<file path="src/hw/rtl/inode_bitmap_allocator_defines.svh">
// Assertion helpers for the inode bitmap allocator.
`ifndef INODE_BITMAP_ALLOCATOR_DEFINES_SVH
`define INODE_BITMAP_ALLOCATOR_DEFINES_SVH

// Same-cycle implication, disabled while reset is asserted.
`define IBMP_ASSERT_NOW(label, clk, rst_n, ante, cons, msg) \
    label: assert property (@(posedge clk) disable iff (!rst_n) (ante) |-> (cons)) \
        else $error(msg);

// Next-cycle implication, disabled while reset is asserted.
`define IBMP_ASSERT_NEXT(label, clk, rst_n, ante, cons, msg) \
    label: assert property (@(posedge clk) disable iff (!rst_n) (ante) |=> (cons)) \
        else $error(msg);

`endif

</file>
<file path="src/hw/rtl/ibmp_pkg.sv">
package ibmp_pkg;

    localparam int WORD_W            = 32;
    localparam int CFG_W             = 9;
    localparam int ID_W              = 11;
    localparam int ADDR_W            = 3;
    localparam int PDATA_W           = 32;
    localparam int EPG_RESET         = 256;
    localparam int DEF_GROUPS        = 4;
    localparam int DEF_MAX_PER_GROUP = 256;

    // register index, taken from paddr[2]
    localparam logic REG_EPG = 1'b0;

    typedef enum logic {
        KIND_ALLOC = 1'b0,
        KIND_FREE  = 1'b1
    } t_kind;

    typedef enum logic [1:0] {
        ST_OK       = 2'd0,
        ST_FULL     = 2'd1,
        ST_NOT_USED = 2'd2,
        ST_RANGE    = 2'd3
    } t_status;

    typedef enum logic [2:0] {
        S_CLEAR,
        S_IDLE,
        S_SCAN,
        S_FDIV,
        S_FCHK
    } t_state;

    // id decode unit result
    typedef struct packed {
        logic done;
        logic range_err;
    } t_div_res;

endpackage

</file>
<file path="src/hw/rtl/ibmp_cfg.sv">
module ibmp_cfg import ibmp_pkg::*; #(
    parameter int MAX_PER_GROUP = DEF_MAX_PER_GROUP
) (
    input  logic               i_clk,
    input  logic               i_rst_n,
    input  logic               psel,
    input  logic               penable,
    input  logic               pwrite,
    input  logic [ADDR_W-1:0]  paddr,
    input  logic [PDATA_W-1:0] pwdata,
    output logic [PDATA_W-1:0] prdata,
    output logic               pready,
    output logic [CFG_W-1:0]   o_epg
);

    logic [CFG_W-1:0] r_epg;
    logic             w_sel;

    assign w_sel  = (paddr[2] == REG_EPG);
    assign pready = 1'b1;

    always_ff @(posedge i_clk) begin
        if (!i_rst_n) begin
            r_epg <= CFG_W'(EPG_RESET);
        end else if (psel && penable && pwrite && w_sel) begin
            r_epg <= pwdata[CFG_W-1:0];
        end
    end

    assign prdata = w_sel ? {{(PDATA_W-CFG_W){1'b0}}, r_epg} : '0;

    // saturate to the bits each group owns
    always_comb begin
        if (32'(r_epg) > MAX_PER_GROUP) begin
            o_epg = CFG_W'(MAX_PER_GROUP);
        end else begin
            o_epg = r_epg;
        end
    end

endmodule

</file>
<file path="src/hw/rtl/ibmp_mem.sv">
module ibmp_mem import ibmp_pkg::*; #(
    parameter int DEPTH = 32,
    parameter int AW    = 5
) (
    input  logic              i_clk,
    input  logic              i_we,
    input  logic [AW-1:0]     i_waddr,
    input  logic [WORD_W-1:0] i_wdata,
    input  logic [AW-1:0]     i_raddr,
    output logic [WORD_W-1:0] o_rdata
);

    logic [WORD_W-1:0] r_mem [DEPTH];

    always_ff @(posedge i_clk) begin
        if (i_we) begin
            r_mem[i_waddr] <= i_wdata;
        end
    end

    always_ff @(posedge i_clk) begin
        o_rdata <= r_mem[i_raddr];
    end

endmodule

</file>
<file path="src/hw/rtl/ibmp_idiv.sv">
module ibmp_idiv import ibmp_pkg::*; #(
    parameter int GROUPS        = DEF_GROUPS,
    parameter int MAX_PER_GROUP = DEF_MAX_PER_GROUP,
    parameter int PW            = 11,
    parameter int GW            = 2
) (
    input  logic             i_clk,
    input  logic             i_rst_n,
    input  logic             i_start,
    input  logic [ID_W-1:0]  i_entry_id,
    input  logic [CFG_W-1:0] i_epg,
    output t_div_res         o_res,
    output logic [PW-1:0]    o_pos
);

    // Group found by repeated subtraction of entries_per_group, one per cycle.
    logic             r_busy;
    t_div_res         r_res;
    logic [ID_W-1:0]  r_rem;
    logic [GW-1:0]    r_grp;
    logic [PW-1:0]    r_gbase;
    logic [PW-1:0]    r_pos;
    logic [ID_W-1:0]  w_epg;

    assign w_epg = ID_W'(i_epg);

    always_ff @(posedge i_clk) begin
        if (!i_rst_n) begin
            r_busy <= 1'b0;
            r_res  <= '0;
        end else begin
            if (i_start) begin
                if (i_entry_id == '0 || i_epg == '0) begin
                    r_res <= '{done: 1'b1, range_err: 1'b1};
                end else begin
                    r_busy <= 1'b1;
                    r_res  <= '0;
                end
            end else if (r_busy) begin
                if (r_rem < w_epg) begin
                    r_busy <= 1'b0;
                    r_res  <= '{done: 1'b1, range_err: 1'b0};
                end else if (r_grp == GW'(GROUPS - 1)) begin
                    r_busy <= 1'b0;
                    r_res  <= '{done: 1'b1, range_err: 1'b1};
                end else begin
                    r_res  <= '0;
                end
            end else begin
                r_res <= '0;
            end
        end
    end

    always_ff @(posedge i_clk) begin
        if (i_start) begin
            r_rem   <= i_entry_id - ID_W'(1);
            r_grp   <= '0;
            r_gbase <= '0;
        end else if (r_busy) begin
            if (r_rem < w_epg) begin
                r_pos <= r_gbase + PW'(r_rem);
            end else begin
                r_rem   <= r_rem - w_epg;
                r_grp   <= r_grp + GW'(1);
                r_gbase <= r_gbase + PW'(MAX_PER_GROUP);
            end
        end
    end

    assign o_res = r_res;
    assign o_pos = r_pos;

endmodule

</file>
<file path="src/hw/rtl/inode_bitmap_allocator.sv">
// First-fit inode bitmap allocator. Command interface: a request (i_kind,
// i_entry_id) is taken on a clock edge with start high and busy low, and
// exactly one result (o_granted_id, o_status) is shown for one cycle with
// o_done high. The receiver cannot stall, so every result must be captured in
// its o_done cycle. The bitmap lives in a single memory of 32-bit words with
// a registered read port; each group owns MAX_PER_GROUP bit positions.
// After reset the block sweeps the memory to zero, one word per cycle, over all
// ceil(GROUPS*MAX_PER_GROUP/32) words (32 at the defaults) with busy high;
// register writes are taken during the sweep.
// An allocate reads memory words one after another until a free entry turns up,
// each group adding one word when it does not start word-aligned; with
// entries_per_group zero it answers full without a scan. A free finds the
// group by subtracting entries_per_group once per cycle, then reads the word
// and clears the bit if it was set. One request is in flight at a time; busy
// drops in the o_done cycle, so the next request may be taken then.
// entries_per_group is written through the APB port at byte address 0 and
// must only be changed while busy is low.
module inode_bitmap_allocator import ibmp_pkg::*; #(
    parameter int GROUPS        = DEF_GROUPS,
    parameter int MAX_PER_GROUP = DEF_MAX_PER_GROUP
) (
    input  logic               i_clk,
    input  logic               i_rst_n,
    // request transaction
    input  logic               start,
    output logic               busy,
    input  logic               i_kind,
    input  logic [ID_W-1:0]    i_entry_id,
    // result transaction
    output logic               o_done,
    output logic [ID_W-1:0]    o_granted_id,
    output logic [1:0]         o_status,
    // configuration
    input  logic               psel,
    input  logic               penable,
    input  logic               pwrite,
    input  logic [ADDR_W-1:0]  paddr,
    input  logic [PDATA_W-1:0] pwdata,
    output logic [PDATA_W-1:0] prdata,
    output logic               pready
);

    `include "inode_bitmap_allocator_defines.svh"

    localparam int MAP_BITS  = GROUPS * MAX_PER_GROUP;
    localparam int MAP_WORDS = (MAP_BITS + WORD_W - 1) / WORD_W;
    localparam int AW        = (MAP_WORDS > 1) ? $clog2(MAP_WORDS) : 1;
    // bit position, wide enough for one past the last group and for a word index
    localparam int PW0       = $clog2(MAP_BITS + 1);
    localparam int PW        = (PW0 > AW + 5) ? PW0 : AW + 5;
    localparam int GW        = (GROUPS > 1) ? $clog2(GROUPS) : 1;
    localparam int IDW0      = $clog2(GROUPS * 512);
    localparam int IDW       = (IDW0 > ID_W) ? IDW0 : ID_W;

    t_state             r_state, n_state;
    logic [AW-1:0]      r_clr, n_clr;
    logic [PW-1:0]      r_pos, n_pos;        // bit position of current scan point
    logic [CFG_W-1:0]   r_loc, n_loc;        // local index of that position
    logic [GW-1:0]      r_grp, n_grp;
    logic [PW-1:0]      r_gbase, n_gbase;    // first bit position of the group
    logic [IDW-1:0]     r_gid, n_gid;        // group * entries_per_group
    logic               r_done, n_done;
    logic [ID_W-1:0]    r_gid_out, n_gid_out;
    t_status            r_status, n_status;

    logic [CFG_W-1:0]   w_epg;
    logic               w_we;
    logic [AW-1:0]      w_waddr, w_raddr;
    logic [WORD_W-1:0]  w_wdata, w_rdata;
    t_div_res           w_div_res;
    logic [PW-1:0]      w_div_pos;
    logic               w_div_start;

    // scan of one word
    logic [4:0]         w_off;
    logic [CFG_W-1:0]   w_rem;
    logic [WORD_W-1:0]  w_mask, w_free;
    logic [4:0]         w_fb;
    logic               w_found;
    logic [5:0]         w_step;
    logic [IDW-1:0]     w_grant;

    ibmp_cfg #(
        .MAX_PER_GROUP(MAX_PER_GROUP)
    ) u_cfg (
        .i_clk   (i_clk),
        .i_rst_n (i_rst_n),
        .psel    (psel),
        .penable (penable),
        .pwrite  (pwrite),
        .paddr   (paddr),
        .pwdata  (pwdata),
        .prdata  (prdata),
        .pready  (pready),
        .o_epg   (w_epg)
    );

    ibmp_mem #(
        .DEPTH (MAP_WORDS),
        .AW    (AW)
    ) u_mem (
        .i_clk   (i_clk),
        .i_we    (w_we),
        .i_waddr (w_waddr),
        .i_wdata (w_wdata),
        .i_raddr (w_raddr),
        .o_rdata (w_rdata)
    );

    ibmp_idiv #(
        .GROUPS        (GROUPS),
        .MAX_PER_GROUP (MAX_PER_GROUP),
        .PW            (PW),
        .GW            (GW)
    ) u_idiv (
        .i_clk      (i_clk),
        .i_rst_n    (i_rst_n),
        .i_start    (w_div_start),
        .i_entry_id (i_entry_id),
        .i_epg      (w_epg),
        .o_res      (w_div_res),
        .o_pos      (w_div_pos)
    );

    // Eligible bits of the word under scan: from the scan point on, and only
    // while the local index stays below entries_per_group.
    assign w_off  = r_pos[4:0];
    assign w_rem  = w_epg - r_loc;
    assign w_step = 6'd32 - {1'b0, w_off};

    always_comb begin
        for (int b = 0; b < WORD_W; b++) begin
            w_mask[b] = (5'(b) >= w_off) && ({4'b0, 5'(b) - w_off} < w_rem);
        end
    end

    assign w_free = ~w_rdata & w_mask;

    // lowest free eligible bit
    always_comb begin
        w_fb    = '0;
        w_found = 1'b0;
        for (int b = WORD_W - 1; b >= 0; b--) begin
            if (w_free[b]) begin
                w_fb    = 5'(b);
                w_found = 1'b1;
            end
        end
    end

    assign w_grant = r_gid + IDW'(r_loc) + IDW'(w_fb - w_off) + IDW'(1);

    always_ff @(posedge i_clk) begin
        if (!i_rst_n) begin
            r_state <= S_CLEAR;
            r_clr   <= '0;
            r_done  <= 1'b0;
        end else begin
            r_state <= n_state;
            r_clr   <= n_clr;
            r_done  <= n_done;
        end
    end

    always_ff @(posedge i_clk) begin
        r_pos     <= n_pos;
        r_loc     <= n_loc;
        r_grp     <= n_grp;
        r_gbase   <= n_gbase;
        r_gid     <= n_gid;
        r_gid_out <= n_gid_out;
        r_status  <= n_status;
    end

    always_comb begin
        n_state     = r_state;
        n_clr       = r_clr;
        n_pos       = r_pos;
        n_loc       = r_loc;
        n_grp       = r_grp;
        n_gbase     = r_gbase;
        n_gid       = r_gid;
        n_done      = 1'b0;
        n_gid_out   = r_gid_out;
        n_status    = r_status;
        w_we        = 1'b0;
        w_waddr     = r_pos[AW+4:5];
        w_wdata     = w_rdata;
        w_raddr     = '0;
        w_div_start = 1'b0;

        case (r_state)
            S_CLEAR: begin
                w_we    = 1'b1;
                w_waddr = r_clr;
                w_wdata = '0;
                if (r_clr == AW'(MAP_WORDS - 1)) begin
                    n_state = S_IDLE;
                end else begin
                    n_clr = r_clr + AW'(1);
                end
            end

            S_IDLE: begin
                // word 0 is read every idle cycle, ready for an allocate
                if (start) begin
                    if (t_kind'(i_kind) == KIND_ALLOC) begin
                        if (w_epg == '0) begin
                            n_done    = 1'b1;
                            n_gid_out = '0;
                            n_status  = ST_FULL;
                        end else begin
                            n_pos   = '0;
                            n_loc   = '0;
                            n_grp   = '0;
                            n_gbase = '0;
                            n_gid   = '0;
                            n_state = S_SCAN;
                        end
                    end else begin
                        w_div_start = 1'b1;
                        n_state     = S_FDIV;
                    end
                end
            end

            S_SCAN: begin
                if (w_found) begin
                    w_we      = 1'b1;
                    w_wdata   = w_rdata | (WORD_W'(1) << w_fb);
                    n_done    = 1'b1;
                    n_gid_out = w_grant[ID_W-1:0];
                    n_status  = ST_OK;
                    n_state   = S_IDLE;
                end else if ({3'b0, w_step} >= w_rem) begin
                    // group exhausted
                    if (r_grp == GW'(GROUPS - 1)) begin
                        n_done    = 1'b1;
                        n_gid_out = '0;
                        n_status  = ST_FULL;
                        n_state   = S_IDLE;
                    end else begin
                        n_grp   = r_grp + GW'(1);
                        n_gbase = r_gbase + PW'(MAX_PER_GROUP);
                        n_pos   = r_gbase + PW'(MAX_PER_GROUP);
                        n_loc   = '0;
                        n_gid   = r_gid + IDW'(w_epg);
                    end
                end else begin
                    n_pos = r_pos + PW'(w_step);
                    n_loc = r_loc + CFG_W'(w_step);
                end
                w_raddr = n_pos[AW+4:5];
            end

            S_FDIV: begin
                w_raddr = w_div_pos[AW+4:5];
                if (w_div_res.done) begin
                    if (w_div_res.range_err) begin
                        n_done    = 1'b1;
                        n_gid_out = '0;
                        n_status  = ST_RANGE;
                        n_state   = S_IDLE;
                    end else begin
                        n_pos   = w_div_pos;
                        n_state = S_FCHK;
                    end
                end
            end

            S_FCHK: begin
                n_done    = 1'b1;
                n_gid_out = '0;
                n_state   = S_IDLE;
                if (w_rdata[r_pos[4:0]]) begin
                    w_we     = 1'b1;
                    w_wdata  = w_rdata & ~(WORD_W'(1) << r_pos[4:0]);
                    n_status = ST_OK;
                end else begin
                    n_status = ST_NOT_USED;
                end
            end

            default: begin
                n_state = S_IDLE;
            end
        endcase
    end

    assign busy         = (r_state != S_IDLE);
    assign o_done       = r_done;
    assign o_granted_id = r_gid_out;
    assign o_status     = r_status;

    `IBMP_ASSERT_NOW(a_done_idle, i_clk, i_rst_n, r_done, r_state == S_IDLE, "result while busy")
    `IBMP_ASSERT_NEXT(a_accept_moves, i_clk, i_rst_n, start && !busy, busy || r_done, "request dropped")
    `IBMP_ASSERT_NOW(a_zero_id, i_clk, i_rst_n, r_done && r_status != ST_OK, r_gid_out == '0, "id on failure")
    `IBMP_ASSERT_NOW(a_write_state, i_clk, i_rst_n, w_we, r_state == S_CLEAR || r_state == S_SCAN || r_state == S_FCHK, "stray write")

endmodule

</file>
<file path="config.mk">
export PLATFORM = sky130hd
export DESIGN_NAME = inode_bitmap_allocator
export DESIGN_NICKNAME = d
export VERILOG_FILES = /design/src/hw/rtl/ibmp_pkg.sv /design/src/hw/rtl/ibmp_cfg.sv /design/src/hw/rtl/ibmp_mem.sv /design/src/hw/rtl/ibmp_idiv.sv /design/src/hw/rtl/inode_bitmap_allocator.sv
export VERILOG_INCLUDE_DIRS = /design/src /design/src/hw/rtl
export SDC_FILE = /design/constraint.sdc
export NUM_CORES = 2
export LEC_CHECK = 0
export BUFFER_PORTS_ARGS = -buffer_cell sky130_fd_sc_hd__buf_4
export CORE_UTILIZATION = 40
export CTS_CLUSTER_DIAMETER = 80
export CTS_CLUSTER_SIZE = 40
export DETAILED_ROUTE_END_ITERATION = 8
export GPL_TIMING_DRIVEN = 0
export HOLD_SLACK_MARGIN = 0.15
export SKIP_LAST_GASP = 1
export SLEW_MARGIN = 20
export SYNTH_ARGS = -nofsm -noshare
export SYNTH_HDL_FRONTEND = slang
export SYNTH_SLANG_ARGS = --single-unit
</file>
<file path="constraint.sdc">
create_clock -name i_clk -period 12.74 [get_ports i_clk]
set_input_delay 2.548 -clock i_clk [delete_from_list [all_inputs] [get_ports i_clk]]
set_output_delay 2.548 -clock i_clk [all_outputs]
set_load 0.02 [all_outputs]
</file>
-- After elaboration in Yosys (flattened, before gate mapping)
Memories as Yosys holds them, arrays and structs flattened. A register that Yosys moved wholly into a read port is not among the register bits.
Index checks and enable logic that the tools add are counted.
- flip-flop bits (word level): 113
- memory bits (writable): 1024
- input bits: 53
- output and inout bits: 48
- memories kept: 1
- memory list (name ; words ; bits a word ; rd ports ; clocked after Yosys merged registers in ; wr ports ; line ; RTL):
    u_mem.r_mem ; 32 ; 32 ; 1 ; 1 ; 1 ; ibmp_mem.sv:13 ; logic [WORD_W-1:0] r_mem [DEPTH];
- add/sub/neg operators: 49
- order comparisons: 68
- eq/ne operators: 25
- shift operators: 2
- muxes and demuxes: 163
- bitwise logic cells: 9
- reductions and logical operators: 53
- operators by type and width (operator ; number):
    5-bit by 9-bit < comparator with 1-bit output ; 32
    11-bit two-way mux ; 25
    5-bit two-way mux ; 33
    32-bit one-hot mux with 3 select lines ; 1
    5-bit >= comparator (first input constant) ; 16
    5-bit subtractor (first input constant) ; 16
    9-bit two-way mux ; 8
    32-bit bitwise AND ; 2
    32-bit two-way mux ; 2
    32-bit NOT ; 2
    1-bit by 5-bit << shifter with 32-bit output (first input constant) ; 2
    1-bit two-way mux ; 53
    11-bit one-hot mux with 2 select lines ; 2
    11-bit one-hot mux with 4 select lines ; 1
    4-bit by 5-bit >= comparator with 1-bit output (first input constant) ; 8
    2-bit two-way mux ; 20
    4-bit by 5-bit subtractor with 5-bit output (first input constant) ; 8
    1-bit logical AND ; 35
    11-bit one-hot mux with 3 select lines ; 1
    32-bit OR ; 1
    3-bit two-way mux ; 9
    11-bit adder ; 2
    11-bit by 9-bit adder with 11-bit output ; 2
    11-bit by 9-bit adder with 11-bit output (second input constant) ; 2
    other kinds (50) ; 86

-- Logic depth before layout (Yosys ltp)
- depth in word-level cells: 43
- depth in mapped cells: 44

-- By module
Synthesis repeated with hierarchy kept, for this count alone.
- cell total of the unflattened synthesis: 3720
- area total of the unflattened synthesis: 52616.7 µm²
- by module, submodules not included (module ; times used ; cells an instance ; area each (µm²)):
    ibmp_mem ; 1 ; 2260 ; 40492.6
    inode_bitmap_allocator ; 1 ; 1192 ; 9529.1
    ibmp_idiv ; 1 ; 183 ; 1898.1
    ibmp_cfg ; 1 ; 85 ; 696.9

-- Worst setup path before layout
Ideal clock, no wire load.
- path kind: register to register
- start point: reg u_cfg.r_epg[8]
- end point: reg r_gid_out[10], in the netlist o_granted_id[10] (data pin)
- arrival time: 8.724 ns
- required time: 12.609 ns
- path slack: 3.886 ns
- stages on the path, launching flop included: 42
- path buffers: 1
- clock period less this slack: 8.854 ns
- cell sequence: dfxtp_1 inv_1 clkbuf_1 nand2_1 fa_1 nor2b_1 o21ai_0 nor2b_1 xor2_1 ha_1 a21boi_0 o211a_1 a211oi_1 o21bai_1 a22o_1 a311oi_1 o41ai_1 o31ai_1 (+6 left out) xor2_1 fa_1 inv_1 ha_1 nor2b_1 o21ai_0 nand2_1 and2_1 o21ai_0 nand2b_1 a21oi_1 o21bai_1 a21o_1 a21oi_1 xnor2_1 nor4b_1 mux2i_1 nand2_1
- cells in the longest elaborated chain, start to end: 43
- elaborated cells between the ends (all ways): 137
- classes of those cells: add/sub: 4; order compare: 33; mux: 67; bitwise: 1; reduce/logical: 32
- RTL lines (element ; line ; RTL):
    start: declaration ; ibmp_cfg.sv:16 ; logic [CFG_W-1:0] r_epg;
    start signal: assignment ; ibmp_cfg.sv:24 ; r_epg <= CFG_W'(EPG_RESET);
    start signal: assignment ; ibmp_cfg.sv:26 ; r_epg <= pwdata[CFG_W-1:0];
    9-bit greater-than comparator ; ibmp_cfg.sv:34 ; if (32'(r_epg) > MAX_PER_GROUP) begin
    9-bit two-way mux (*) ; ibmp_cfg.sv:34 ;
    9-bit subtractor (*) ; inode_bitmap_allocator.sv:128 ; assign w_rem = w_epg - r_loc;
    5-bit by 9-bit < comparator with 1-bit output ; inode_bitmap_allocator.sv:133 ; w_mask[b] = (5'(b) >= w_off) && ({4'b0, 5'(b) - w_off} < w_rem);
    1-bit logical AND ; inode_bitmap_allocator.sv:133 ;
    32-bit bitwise AND (*) ; inode_bitmap_allocator.sv:137 ; assign w_free = ~w_rdata & w_mask;
    5-bit two-way mux (32 in series) ; inode_bitmap_allocator.sv:144 ; if (w_free[b]) begin
    5-bit by 5-bit subtractor with 6-bit output ; inode_bitmap_allocator.sv:151 ; assign w_grant = r_gid + IDW'(r_loc) + IDW'(w_fb - w_off) + IDW'(1);
    11-bit adder ; inode_bitmap_allocator.sv:151 ;
    11-bit by 1-bit adder with 11-bit output ; inode_bitmap_allocator.sv:151 ;
    11-bit two-way mux (*) ; inode_bitmap_allocator.sv:228 ; if (w_found) begin
    11-bit one-hot mux with 4 select lines (*) ; inode_bitmap_allocator.sv:192 ; case (r_state)
    end signal: assignment ; inode_bitmap_allocator.sv:171 ; r_gid_out <= n_gid_out;
    end: declaration ; inode_bitmap_allocator.sv:63 ; logic [ID_W-1:0] r_gid_out, n_gid_out;
Mark *: on every way between the ends. The rest lies on a longest branch, timed or not.
A chain may end at the register's enable or synchronous reset.

-- Worst setup path in the final report
- start point: reg r_pos[1]
- end point: reg r_gid_out[10], in the netlist o_granted_id[10] (data pin)
- cells in the longest elaborated chain, start to end: 41
- elaborated cells between the ends (all ways): 198
- classes of those cells: add/sub: 35; order compare: 64; mux: 66; bitwise: 1; reduce/logical: 32
- RTL lines (element ; line ; RTL):
    start: declaration ; inode_bitmap_allocator.sv:57 ; logic [PW-1:0] r_pos, n_pos;
    start signal: assignment ; inode_bitmap_allocator.sv:166 ; r_pos <= n_pos;
    5-bit subtractor ; inode_bitmap_allocator.sv:133 ;
    5-bit by 9-bit < comparator with 1-bit output ; inode_bitmap_allocator.sv:133 ;
    1-bit logical AND ; inode_bitmap_allocator.sv:133 ;
    32-bit bitwise AND ; inode_bitmap_allocator.sv:137 ;
    5-bit two-way mux (32 in series) ; inode_bitmap_allocator.sv:144 ;
    5-bit by 5-bit subtractor with 6-bit output ; inode_bitmap_allocator.sv:151 ;
    11-bit adder ; inode_bitmap_allocator.sv:151 ;
    11-bit by 1-bit adder with 11-bit output ; inode_bitmap_allocator.sv:151 ;
    11-bit two-way mux (*) ; inode_bitmap_allocator.sv:228 ;
    11-bit one-hot mux with 4 select lines (*) ; inode_bitmap_allocator.sv:192 ;
Marked as above.

==> summary.txt <==
Run status
  – Outcome: finished clean

Finish
  – Area growth from synthesis to layout: 13.82%
  – Non-filler instance count after layout: 5640
  – Commonest non-fill, non-tap cell in the layout: edfxtp_1
  – Most frequent cells in the layout: edfxtp_1 (1092), nand2_1 (645), mux2i_1 (269)
  – Multi-input gate area: 16220 um2
  – FILL cells: 11110
  – Reg area: 33930 um2
  – Layout cells sized above 1: 0.1094
  – Nets: 4164

Clock network
  – Worst-skew pair later-pin latency: 0.76 ns
  – Post-CTS Setup Bufs: 0
  – Clk root buf: clkbuf_16
  – Reg clk slew, reported paths: 0.12 ns
  – CTS tree: done
  – Sinks on Clock Net: 1149
  – Clk buf depth: 3
  – CTS buffer count: 45
  – Resized Gates After CTS: 0
  – CTS Hold Buffers Added: 0
  – H-tree Lvls: 2

Logic synthesis
  – Async SR Flop Fraction: 0
  – Synth top area cells: edfxtp_1 (64%), mux2i_1 (5.3%), nand2_1 (4.8%)
  – Synth area leader: edfxtp_1
  – Number of synthesized flops with an enable pin: 1092
  – Synth Area per Inst: 13.62 um2
  – FF+latch count, synth: 1149
  – Synth unique cells: 88
  – Synth Flop Type: edfxtp_1
  – Post-Syn Area: 50870 um2
  – Seq/Total Area, Yosys: 0.6670
  – Yosys top cell area share: 0.6446
  – Synth warnings: 0
  – Post-Synthesis Cells: 3734

Place
  – GP Congestion: 0.9532
  – IO Port Bufs: 51
  – Placed Instances: 5552
  – DP HPWL: 117000 um

Routing
  – DRC: 0
  – Pre-Repair DR Iteration Count: 6
  – Via Count: 33620
  – Drt total wl: 165100 um
  – Per-cell routed wire length: 29.26 um
  – Detailed Route Iter0 Violations: 4114
  – ANT nets after route: 0
  – DR vias/cell: 5.960

Global routing
  – First-pass GRT wire length: 232100 um
  – Largest net degree at the start of global routing: 42
  – Initial antenna violation count: 4
  – Vias in the first global route: 31880
  – GRT Util Overall: 0.2528
  – Total grt overflow: 0

Power and ir drop
  – Power per cell area: 142.9 nW/um2
  – Pleak: 19.21 nW
  – VDD IR max: 0.1301 mV

Die
  – # IOs: 101
  – Rows: 130
  – Die Wd: 358.6 um
  – Die ar.: 128600 um2
  – Starting density of the core: 0.4041
  – Die Height: 358.6 um
  – Area of the core: 125900 um2

Critical path
  – Slowest stage delay, CP: 0.79 ns
  – Worst Path Buf+Inv: 7
  – CP Launch Type: register
  – CP top delay family: compound AO/OA/AOI/OAI gates
  – Crit Path Category: register to register
  – Worst r2r path cells: 40
  – Arr. time, crit path: 11.50 ns
  – CP max-delay cell: o31ai_2
  – CP required: 13.25 ns
  – R2r setup slk: 1.74 ns
  – CP max FO: 10
  – Worst R2R Start: r_pos[1]$_SDFFCE_PN0P_
  – Critical R2R Capture: o_granted_id[10]$_SDFFCE_PN0P_
  – Most frequent CP cell: ha_1
  – Crit end category: register

Hold path
  – Hold Path Cell Cnt: 2
  – HP Start: u_cfg.r_epg[4]$_SDFFE_PN0P_
  – Hold endpoint: u_cfg.r_epg[4]$_SDFFE_PN0P_
  – Min-delay worst type: register to register

STA
  – Fin crit share: 0.8631
  – RSZ-0062 raised after global routing: no
  – Final Max Slew Viols: 0
  – Hold Fails Final Rpt: 0
  – Slew @ Worst Pin: 1.257 ns
  – Min cycle time layout: 11.00 ns
  – Count of final setup violators: 0
  – TNS Setup: 0 ns
  – Max frequency: 0.09095 GHz
  – Skew final: 0.1274 ns
  – Worst relative slew slack: 0.1618

Job
  – Max_cap viols: 0
-- cells in the mapped netlist (19+ instances only) --
master	count
a211oi_1	19
a21o_1	27
a21oi_1	86
a32oi_1	256
buf_2	55
buf_4	27
clkbuf_1	125
dfxtp_1	57
edfxtp_1	1092
ha_1	149
inv_1	118
mux2i_1	269
nand2_1	645
nand2b_1	26
nand3_1	23
nand4_1	67
nor2_1	168
nor2b_1	31
nor3_1	19
o211ai_1	32
o21a_1	25
o21ai_0	84
o31ai_1	21
xnor2_1	54
xor2_1	24
-- flip-flops by register name, indices dropped and copies added (netlist names), 3 cells and up --
name and flops:
r_pos 10, u_mem.o_rdata 32, u_cfg.r_epg 9, u_idiv.r_rem 11, u_mem.r_mem 1024, o_granted_id 11
r_clr 5, r_state 3, u_idiv.o_pos 10, r_gid 11, r_loc 9
-- cell type report --
cell class,instances,share of cell area
Buffer,217,0.01703
Clock buffer,49,0.01988
Inverter,126,0.008255
Multi-Input combinational cell,2264,0.2801
Timing Repair Buffer,146,0.04317
Antenna cell,5,0.0002161
Sequential cell,1149,0.5860
Clock inverter,34,0.009616
Tap cell,1650,0.03565
-- logic make-up (layout without fill, tap and decap cells) --
group / count (synthesis) / after routing / share of synthesized area
muxes: 282 / 282 / 0.05758
and+or+nand+nor: 1067 / 1067 / 0.09462
AOI/OAI and AO/OA: 650 / 650 / 0.09647
other: 2 / 29 / 0.0001476
adders and majority gates: 163 / 163 / 0.04196
DFF: 1149 / 1149 / 0.6670
xor gates and xnor gates: 78 / 78 / 0.01343
buffers and inverters: 343 / 572 / 0.02875
-- per-stage QoR --
stage / hold slack, ns / util / area, um2 / worst slack (ns) / total power [W]
after floorplan: 0.4264 / - / 50950 / 3.886 / 0.005462
after global placement: 0.4531 / 0.4242 / 53400 / 0.2557 / 0.006030
after detailed placement: 0.4530 / 0.4462 / 56180 / 2.011 / 0.006248
after CTS: 0.4791 / 0.4598 / 57890 / 1.893 / 0.008253
after global routing: 0.4988 / 0.4598 / 57890 / 1.400 / 0.008529
final: 0.4764 / 0.4599 / 57900 / 1.744 / 0.008275
-- power breakdown --
part | total, W | switching [W] | internal [W] | leakage (nW)
Clock | 0.00207 | 0.00132 | 0.000749 | 0.799
Sequential | 0.00458 | 0.000132 | 0.00445 | 10.6
Combinational | 0.00162 | 0.00108 | 0.000541 | 7.81
-- how the worst max path moves through the flow --
stage | start | to | slack, ns | depth (start not counted)
floorplan | u_cfg.r_epg[8]$_SDFFE_PN1P_ | o_granted_id[10]$_SDFFCE_PN0P_ | 3.89 | 41
global placement | u_cfg.r_epg[8]$_SDFFE_PN1P_ | u_mem.r_mem[11][28]$_DFFE_PP_ | 0.26 | 20
detailed placement | r_pos[1]$_SDFFCE_PN0P_ | o_granted_id[10]$_SDFFCE_PN0P_ | 2.01 | 40
CTS | r_pos[1]$_SDFFCE_PN0P_ | o_granted_id[10]$_SDFFCE_PN0P_ | 1.89 | 40
global route | r_pos[1]$_SDFFCE_PN0P_ | o_granted_id[10]$_SDFFCE_PN0P_ | 1.40 | 42
finish | r_pos[1]$_SDFFCE_PN0P_ | o_granted_id[10]$_SDFFCE_PN0P_ | 1.74 | 40
-- per-layer routing --
layer,vias to the layer above,part of all wire,global-route usage
met4,2,0.037,0.08492
li1,14540,-,-
met2,1767,0.47,0.4148
met3,293,0.090,0.03629
met1,17020,0.40,0.3443
met5,-,0.00012,0
-- tightest hold or removal path, cell delays in order, from the launching register on --
cell and delay [ns]:
dfxtp_1 0.34, nand2_1 0.05, a21oi_1 0.05
Power figures use the tool's default switching activity.
